[src/assert_macros.svh]
// Assertion helpers used by the limiter core.
`ifndef ASSERT_MACROS_SVH
`define ASSERT_MACROS_SVH

// Checks a condition at every rising clock edge outside reset.
`define ASSERT_ALWAYS(label, clk, rst_n, cond, msg) \
    label: assert property (@(posedge clk) disable iff (!rst_n) (cond)) else $error(msg);

// Checks that a trigger implies a consequence in the same cycle.
`define ASSERT_IMPLIES(label, clk, rst_n, trig, cons, msg) \
    label: assert property (@(posedge clk) disable iff (!rst_n) (trig) |-> (cons)) \
        else $error(msg);

`endif

[src/cpcl_pkg.sv]
// ----------------------------------------------------------------------------
// cpcl_pkg
// Types and constants shared by the chassis power current limiter modules.
// ----------------------------------------------------------------------------
`default_nettype none

package cpcl_pkg;

    localparam int BUDGET_W = 20;
    localparam logic [BUDGET_W-1:0] BUDGET_MAX = '1;

    localparam logic [2:0] REG_WARN_BUFFER    = 3'd0;
    localparam logic [2:0] REG_BUFFER_FLOOR   = 3'd1;
    localparam logic [2:0] REG_BUFFER_GAIN    = 3'd2;
    localparam logic [2:0] REG_POWER_GAIN     = 3'd3;
    localparam logic [2:0] REG_FALLBACK_LIMIT = 3'd4;

    localparam logic [15:0] RST_WARN_BUFFER    = 16'd6400;
    localparam logic [15:0] RST_BUFFER_FLOOR   = 16'd320;
    localparam logic [9:0]  RST_BUFFER_GAIN    = 10'd200;
    localparam logic [9:0]  RST_POWER_GAIN     = 10'd250;
    localparam logic [19:0] RST_FALLBACK_LIMIT = 20'd8000;

    typedef struct packed {
        logic [15:0] warn_buffer;
        logic [15:0] buffer_floor;
        logic [9:0]  buffer_gain;
        logic [9:0]  power_gain;
        logic [19:0] fallback_limit;
    } cfg_t;

    typedef struct packed {
        logic full;
        logic empty;
    } queue_status_t;

    typedef enum logic [1:0] {
        LOAD_LIGHT,
        LOAD_RISING,
        LOAD_OVER
    } load_class_t;

endpackage

`default_nettype wire

[src/cpcl_queue.sv]
// ----------------------------------------------------------------------------
// cpcl_queue
// Small first-in first-out queue between the budget front and the scaler.
// ----------------------------------------------------------------------------
`default_nettype none

module cpcl_queue #(
    parameter int WIDTH = 8,
    parameter int DEPTH = 4
) (
    input  wire logic                  clk,
    input  wire logic                  rst_n,
    input  wire logic                  push,
    input  wire logic [WIDTH-1:0]      push_data,
    input  wire logic                  pop,
    output logic [WIDTH-1:0]           pop_data,
    output cpcl_pkg::queue_status_t    status
);
    import cpcl_pkg::*;

    localparam int PW = (DEPTH > 1) ? $clog2(DEPTH) : 1;
    localparam int CW = $clog2(DEPTH + 1);

    logic [WIDTH-1:0] mem_reg [DEPTH];
    logic [PW-1:0]    wr_ptr_reg;
    logic [PW-1:0]    rd_ptr_reg;
    logic [CW-1:0]    count_reg;
    logic             do_push;
    logic             do_pop;

    assign status.full  = count_reg == CW'(DEPTH);
    assign status.empty = count_reg == '0;
    assign do_push      = push && !status.full;
    assign do_pop       = pop && !status.empty;
    assign pop_data     = mem_reg[rd_ptr_reg];

    always_ff @(posedge clk or negedge rst_n)
    begin
        if (!rst_n)
        begin
            wr_ptr_reg <= '0;
            rd_ptr_reg <= '0;
            count_reg  <= '0;
        end
        else
        begin
            if (do_push)
            begin
                wr_ptr_reg <= (wr_ptr_reg == PW'(DEPTH - 1)) ? '0 : wr_ptr_reg + 1'b1;
            end
            if (do_pop)
            begin
                rd_ptr_reg <= (rd_ptr_reg == PW'(DEPTH - 1)) ? '0 : rd_ptr_reg + 1'b1;
            end
            if (do_push && !do_pop)
            begin
                count_reg <= count_reg + 1'b1;
            end
            else if (do_pop && !do_push)
            begin
                count_reg <= count_reg - 1'b1;
            end
        end
    end

    always_ff @(posedge clk)
    begin
        if (do_push)
        begin
            mem_reg[wr_ptr_reg] <= push_data;
        end
    end

endmodule

`default_nettype wire

[config.mk]
export PLATFORM = sky130hd
export DESIGN_NAME = cpcl_queue
export DESIGN_NICKNAME = d
export VERILOG_FILES = /design/src/assert_macros.svh /design/src/cpcl_pkg.sv /design/src/cpcl_queue.sv
export SDC_FILE = /design/constraint.sdc
export NUM_CORES = 1
export LEC_CHECK = 0
export BUFFER_PORTS_ARGS = -buffer_cell sky130_fd_sc_hd__buf_2
export CAP_MARGIN = 20
export CORE_MARGIN = 10
export CORE_UTILIZATION = 35
export CTS_CLUSTER_DIAMETER = 40
export DETAILED_ROUTE_END_ITERATION = 7
export PLACE_DENSITY_LB_ADDON = 0.25
export SLEW_MARGIN = 30
export SYNTH_ARGS = -nofsm -noshare
export SYNTH_HDL_FRONTEND = slang
export SYNTH_SLANG_ARGS = --single-unit
[constraint.sdc]
create_clock -name clk -period 4.75 [get_ports clk]
set_input_delay 1.425 -clock clk [delete_from_list [all_inputs] [get_ports clk]]
set_output_delay 1.425 -clock clk [all_outputs]
set_load 0.01 [all_outputs]
; ---- Word-level counts from Yosys, hierarchy flattened
; Memory sizes are Yosys's and may differ from the RTL's.
; Cells that the tools add are included.
; Widths: inputs -> output; s select.
[word_totals]
mem_bits_rw = 32
input_bits = 12
word_cells = 27
memories = 1
ff_bits = 7
out_inout_bits = 10
[mem_list]
columns = memory, depth, word_bits, rd, rd_clocked_by_memory_dff, wr, line_no
row1 = mem_reg, 4, 8, 1, 0, 1, cpcl_queue.sv:24  ; logic [WIDTH-1:0] mem_reg [DEPTH];
[classes]
n_eq_ne = 3
add_sub_neg = 4
reduce_logical = 10
muxes = 6
[ops]
columns = cell, n
row1 = $mux 3, 2
row2 = $add 2x1->2 const B, 2
row3 = $eq 2x2->1 const B, 2
row4 = $logic_and 1x1->1, 4
row5 = $logic_not 1->1, 4
row6 = $mux 2, 2
row7 = $add 3x1->3 const B, 1
row8 = $eq 3x3->1 const B, 1
row9 = $logic_not 3->1, 1
row10 = $sub 3x1->3 const B, 1
row11 = $mux 1, 2
row12 = $reduce_bool 2->1, 1

; ---- Logic depth before layout (Yosys ltp)
; Gate-level depths: netlist of run 1.
[depth]
word_depth = 7
depth_mapped = 8
ltp_nobuf = 8

; ---- Worst setup path before layout of run 1
; OpenSTA, ideal clock, no wires.
[synth_path]
path_kind = input to register
startpoint = in push
endpoint = reg count_reg[2]
n_path_buf = 0
cell_stages = 7
t_required_ns = 4.671
setup_time_ns = 0.079
arrival_time_ns = 2.586
setup_slack_ns = 2.085
path_cell_list = nor2b_4 > ha_1 > inv_1 > fa_1 > xor2_1 > nor2_1 > xor2_1
[synth_between]
elab_chain_len = 4
elab_cells_between_ends = 6
classes_between = 1 x mux / 5 x reduce/logical
[synth_rtl]
columns = element, line_no
row1 = from (decl), cpcl_queue.sv:13  ; input wire logic push,
row2 = $logic_and 1x1->1 (*), cpcl_queue.sv:33  ; assign do_push = push && !status.full;
row3 = $logic_not 1->1, cpcl_queue.sv:59  ; else if (do_pop && !do_push)
row4 = $logic_and 1x1->1, cpcl_queue.sv:59
row5 = $reduce_bool 2->1 (no line), --
row6 = to (signal assigned), cpcl_queue.sv:57  ; count_reg <= count_reg + 1'b1;
row7 = to (signal assigned), cpcl_queue.sv:61  ; count_reg <= count_reg - 1'b1;
row8 = to (decl), cpcl_queue.sv:27  ; logic [CW-1:0] count_reg;
; Every way passes the cells marked *; elsewhere a longest branch is shown, timed or not.
; A chain may end at the register's enable or synchronous reset.

; ---- Worst setup path in the final report of run 1
[layout_path]
startpoint = reg rd_ptr_reg[0]
endpoint = out pop_data[4]
[layout_between]
elab_chain_len = 1
[layout_rtl]
columns = element, line_no
row1 = from (decl), cpcl_queue.sv:26  ; logic [PW-1:0] rd_ptr_reg;
row2 = from (signal assigned), cpcl_queue.sv:53  ; rd_ptr_reg <= (rd_ptr_reg == PW'(DEPTH - 1)) ? '0 : rd_ptr_reg + 1'b1;
row3 = $mem_v2 4x8, --
row4 = to (decl), cpcl_queue.sv:16  ; output logic [WIDTH-1:0] pop_data,
; No other way between the ends.

==> flow_metrics.env, run 1 <==
export IMPL_min_path_type="reg -> reg"
export IMPL_critPathArrivalTime_ps=1760
export IMPL_min_to="count_reg[2]"
export IMPL_ios=22
export IMPL_layout_nets=124
export IMPL_clockBufferDepth=2
export IMPL_seq_area_frac_synth_pct=70.2
export IMPL_synth_top_family_by_area="multiplexers"
export IMPL_area_delta_synth_final_pct=15.0
export IMPL_end_kind="output port"
export IMPL_hp_start="count_reg[2]"
export IMPL_grt_total_usage_pct=7.42
export IMPL_ctsResizeCount=0
export IMPL_timing_rr_end="count_reg[2]"
export IMPL_synth_seq_cells=39
export IMPL_finalSetupViolations=0
export IMPL_die_w_um=88.0
export IMPL_via_per_inst=4.67
export IMPL_numCtsBuffers=5
export IMPL_synthesis_nets=98
export IMPL_num_vias=738
export IMPL_htree_num_levels=2
export IMPL_async_reset_ff_share_pct=17.9
export IMPL_yosysWarnings=0
export IMPL_gp_congestion=0.749
export IMPL_skew_ps=2.31
export IMPL_synth_area_sq_mm=0.00162
export IMPL_max_stage_delay_ps=730
export IMPL_maxCapViolCount=0
export IMPL_setup_ws_ps=1560
export IMPL_critPathLaunchType="flip-flop"
export IMPL_period_share_pct=67.1
export IMPL_r2r_setup_slack_ps=2730
export IMPL_layout_cells_most_common_list="32 x edfxtp_1, 21 x buf_2, 8 x mux4_2"
export IMPL_crit_buf_inv=1
export IMPL_relSlewSlack_pct=46.0
export IMPL_core_area_sq_mm=0.00441
export IMPL_dieHeight_um=88.0
export IMPL_synth_area_mux_share_pct=15.5
export IMPL_diodes=0
export IMPL_grt_pass1_wl_um=4160
export IMPL_clock_latency_ps=280
export IMPL_synth_compound_area_share_pct=0
export IMPL_postCtsHoldBufs=0
export IMPL_post_drt_wl_per_cell_um=16.8
export IMPL_ys_types=19
export IMPL_cp_required_ps=3320
export IMPL_min_delay_path_depth=1
export IMPL_critPathKind="reg -> out"
export IMPL_drt_iter0_drc=34
export IMPL_placementRows=24
export IMPL_drive_above_1_share_pct=40.6
export IMPL_numClockSinks=39
export IMPL_synth_edff_count=32
export IMPL_slowest_stage="dfrtp_1"
export IMPL_fmax_mhz=314
export IMPL_grt_overflow=0
export IMPL_syn_area_per_cell_sq_um=20.5
export IMPL_clockRootBuffer="clkbuf_8"
export IMPL_grt_pass1_vias=840
export IMPL_dr_pass1_iters=4
export IMPL_synth_xor_area_share_pct=1.62
export IMPL_grt_antenna_before_repair=0
export IMPL_rsz0062_at_grt="false"
export IMPL_dpl_hpwl_um=1910
export IMPL_start_util_pct=36.6
export IMPL_post_route_util_pct=42.1
export IMPL_grt_max_degree=12
export IMPL_cellPowerDensity_mw_per_mm2=598
export IMPL_preCtsSetupSlack_ps=1810
export IMPL_crit_fanout=11
export IMPL_ys_dominant_reg_cell="edfxtp_1"
export IMPL_synthAdderAreaFrac_pct=5.88
export IMPL_postSynthCellCount=79
export IMPL_io_buffer_count=21
export IMPL_post_cts_buffers=0
export IMPL_regToRegStartpoint="count_reg[1]"
export IMPL_fin_crit_ps=3190
export IMPL_dp_cells=150
export IMPL_worst_pin_slew_ps=808
export IMPL_largest_register_ffs=32
export IMPL_mostFrequentLayoutCell="edfxtp_1"
export IMPL_status="complete, no violations"
export IMPL_p_total_mw=1.11
export IMPL_cellLeakagePower_nw=0.708
export IMPL_dieArea_sq_mm=0.00774
export IMPL_irDropWorstVdd_mv=0.226
export IMPL_tns_ps=0
export IMPL_fin_cells=158
export IMPL_drt_total_wl_um=2660
export IMPL_cts_tree="yes"
export IMPL_crit_family="flip-flops"
export IMPL_hold_viol_final=0
export IMPL_slew_violations=0
export IMPL_clk_transition_reported_paths_ps=70
export IMPL_r2r_cells=8
export IMPL_synthSimpleGateAreaFrac_pct=5.49
export IMPL_final_antenna_net_count=0
export IMPL_crit_chain="mux4_2 -> buf_2"
export IMPL_drc=0
==> power by group <==
part | internal [mW] | leakage, nW | switching [mW]
logic | 0.205 | 0.290 | 0.155
clock network | 0.103 | 0.0422 | 0.102
registers | 0.464 | 0.375 | 0.0832
total | 0.772 | 0.708 | 0.340
==> metal layers <==
layer / GRT usage, % / vias to the layer above / wire [um]
li1: - / 352 / -
met1: 8.37 / 369 / 1130
met2: 11.6 / 15 / 1360
met3: 3.81 / 2 / 147
met4: 3.04 / 0 / 20
met5: 0 / - / 0
==> Yosys cell counts, types with 2 or more instances <==
cell / instances / area share [%]
and2_1: 3 / 1.2
dfrtp_1: 7 / 11
edfxtp_1: 32 / 59
ha_1: 6 / 4.6
inv_1: 3 / 0.70
mux2_4: 4 / 3.7
mux4_2: 8 / 11
nor2_1: 4 / 0.93
xor2_1: 2 / 1.1
==> logic make-up after synthesis <==
kind of cell	Yosys count
DFF	39
muxes	13
and+or+nand+nor	12
adders and majority gates	7
buffers and inverters	5
xor gates and xnor gates	3
==> worst max path at each step <==
stage,from,to,depth (start not counted)
2_1_floorplan,push,count_reg[2],7
3_3_place_gp,rd_ptr_reg[0],pop_data[6],2
3_5_place_dp,rd_ptr_reg[0],pop_data[4],2
4_1_cts,rd_ptr_reg[0],pop_data[4],2
5_1_grt,rd_ptr_reg[0],pop_data[4],2
6_report,rd_ptr_reg[0],pop_data[4],2
==> through the flow <==
step | cell area, sq um | hold WS (ps)
4_1_cts | 1860 | 501
3_3_place_gp | 1780 | 480
6_report | 1860 | 501
5_1_grt | 1860 | 534
3_5_place_dp | 1780 | 492
2_1_floorplan | 1620 | 464
==> final cells by class <==
| type | instances | area (sq um) |
|---|---|---|
| clock inverters | 1 | 5.00 |
| multi-input cells | 35 | 462 |
| fillers | 400 | 2550 |
| inverters | 3 | 11.3 |
| flip-flops and latches | 39 | 1140 |
| repair buffers | 21 | 105 |
| clock buffers | 7 | 76.3 |
| well taps | 52 | 65.1 |
No activity file was read; power rests on OpenSTA's default activity.
==> run 2, diff against run 1 <==
==> constraint.sdc (replaced) <==
create_clock -name clk -period 2.55 [get_ports clk]
set_input_delay 0.765 -clock clk [delete_from_list [all_inputs] [get_ports clk]]
set_output_delay 0.765 -clock clk [all_outputs]
set_load 0.01 [all_outputs]
==> run 2 against run 1 <==
Sequential share of layout area shrank 1.1 points; register-to-register slack worse by 2200 ps; die area unchanged.
==> flow_metrics.env, run 2 (synthesized netlist as in run 1, its figures left out) <==
export IMPL_status="complete, no violations"
export IMPL_diodes=0
export IMPL_setup_ws_ps=213
export IMPL_clockBufferDepth=2
export IMPL_grt_total_usage_pct=7.56
export IMPL_cellPowerDensity_mw_per_mm2=1150
export IMPL_regToRegStartpoint="count_reg[1]"
export IMPL_fmax_mhz=428
export IMPL_min_path_type="in -> async"
export IMPL_critPathLaunchType="flip-flop"
export IMPL_slowest_stage="dfrtp_2"
export IMPL_p_total_mw=2.18
export IMPL_ios=22
export IMPL_dr_pass1_iters=4
export IMPL_numClockSinks=39
export IMPL_met2_usage_pct=11.8
export IMPL_placementRows=24
export IMPL_htree_num_levels=2
export IMPL_clockRootBuffer="clkbuf_8"
export IMPL_drt_iter0_drc=52
export IMPL_numCtsBuffers=5
export IMPL_timing_critical_path_to="pop_data[6]"
export IMPL_via_per_inst=4.69
export IMPL_num_vias=745
export IMPL_grt_overflow=0
export IMPL_finalSetupViolations=0
export IMPL_area_delta_synth_final_pct=17.2
export IMPL_irDropWorstVdd_mv=0.465
export IMPL_start_util_pct=36.6
export IMPL_postCtsHoldBufs=0
export IMPL_slew_violations=0
export IMPL_r2r_cells=8
export IMPL_dieArea_sq_mm=0.00774
export IMPL_critPathKind="reg -> out"
export IMPL_drive_above_1_share_pct=43.0
export IMPL_period_share_pct=91.7
export IMPL_top_usage_layer="met2"
export IMPL_hold_viol_final=0
export IMPL_rsz0062_at_grt="false"
export IMPL_mostFrequentLayoutCell="edfxtp_1"
export IMPL_post_route_util_pct=42.9
export IMPL_dieHeight_um=88.0
export IMPL_largest_register_ffs=32
export IMPL_cts_tree="yes"
export IMPL_io_buffer_count=21
export IMPL_cp_required_ps=1790
export IMPL_layout_nets=125
export IMPL_core_area_sq_mm=0.00441
export IMPL_preCtsSetupSlack_ps=286
export IMPL_dpl_cell_area_sq_mm=0.00179
export IMPL_grt_pass1_wl_um=4280
export IMPL_fin_crit_ps=2340
export IMPL_max_stage_delay_ps=570
export IMPL_drc=0
export IMPL_crit_fanout=11
export IMPL_crit_start="rd_ptr_reg[0]"
export IMPL_use_met3_pct=3.62
export IMPL_clock_latency_ps=280
export IMPL_dpl_hpwl_um=1820
export IMPL_maxCapViolCount=0
export IMPL_timing_rr_end="count_reg[2]"
export IMPL_use_met1_pct=8.70
export IMPL_crit_chain="mux4_2 -> buf_2"
export IMPL_critPathArrivalTime_ps=1570
export IMPL_layout_cells_most_common_list="32 x edfxtp_1, 21 x buf_2, 8 x mux4_2"
export IMPL_gp_congestion=0.742
export IMPL_grt_max_degree=13
export IMPL_clk_transition_reported_paths_ps=70
export IMPL_tns_ps=0
export IMPL_r2r_setup_slack_ps=520
export IMPL_cellLeakagePower_nw=0.725
export IMPL_skew_ps=4.00
export IMPL_die_w_um=88.0
export IMPL_relSlewSlack_pct=68.3
export IMPL_post_drt_wl_per_cell_um=16.4
export IMPL_grt_pass1_vias=844
export IMPL_final_cell_area_sq_mm=0.00190
export IMPL_final_antenna_net_count=0
export IMPL_drt_total_wl_um=2610
export IMPL_end_kind="output port"
export IMPL_grt_antenna_before_repair=0
export IMPL_worst_pin_slew_ps=475
==> run 2: changes by cell type in the layout (fill, tap and decap cells not counted) <==
| cell | before | now |
|---|---|---|
| dfrtp_2 | 0 | 1 |
| clkinv_1 | 0 | 1 |
| bufinv_16 | 0 | 1 |
| buf_4 | 0 | 1 |
| dfrtp_1 | 7 | 6 |
| clkbuf_1 | 2 | 0 |
==> run 2: stage by stage <==
step	hold WS [ps]	std cells
floorplan	464	79
global placement	480	151
detailed placement	490	151
CTS	299	159
global route	298	159
finish	304	159
==> run 2: cell type report <==
cell class	instances	area [sq um]
Timing Repair Buffer	22	113
Fill cell	399	2520
Tap cell	52	65.1
Clock buffer	5	68.8
Sequential cell	39	1140
Clock inverter	3	38.8
Multi-Input combinational cell	35	462
Inverter	3	11.3
==> run 2: metal layers <==
metal | wire length, um | up-vias
met5 | 0 | -
li1 | - | 353
met1 | 1100 | 372
met2 | 1310 | 15
met3 | 154 | 5
met4 | 45 | 0
==> run 2: worst min-delay path by stage <==
stage | depth (start not counted) | end
floorplan | 1 | count_reg[2]
global placement | 1 | count_reg[2]
detailed placement | 1 | count_reg[2]
CTS | 1 | count_reg[2]
global route | 1 | count_reg[1]
finish | 1 | count_reg[2]
==> run 2: repair_timing <==
action,4_1_cts,5_1_grt
endpoints found under the hold margin,0,0
buffers inserted,0,0
setup endpoints to repair,8,0
gates resized for setup,1,0
==> run 2: report_power, final <==
group	internal [mW]	switching (mW)
sequential	0.864	0.154
clock	0.286	0.203
combinational	0.386	0.289
total	1.54	0.647
==> run 2: critical path, delay by kind of cell, from the launching register on <==
family   cells  cell delay (ps)
flops        1              570
mux          1              560
buf+inv      1              160
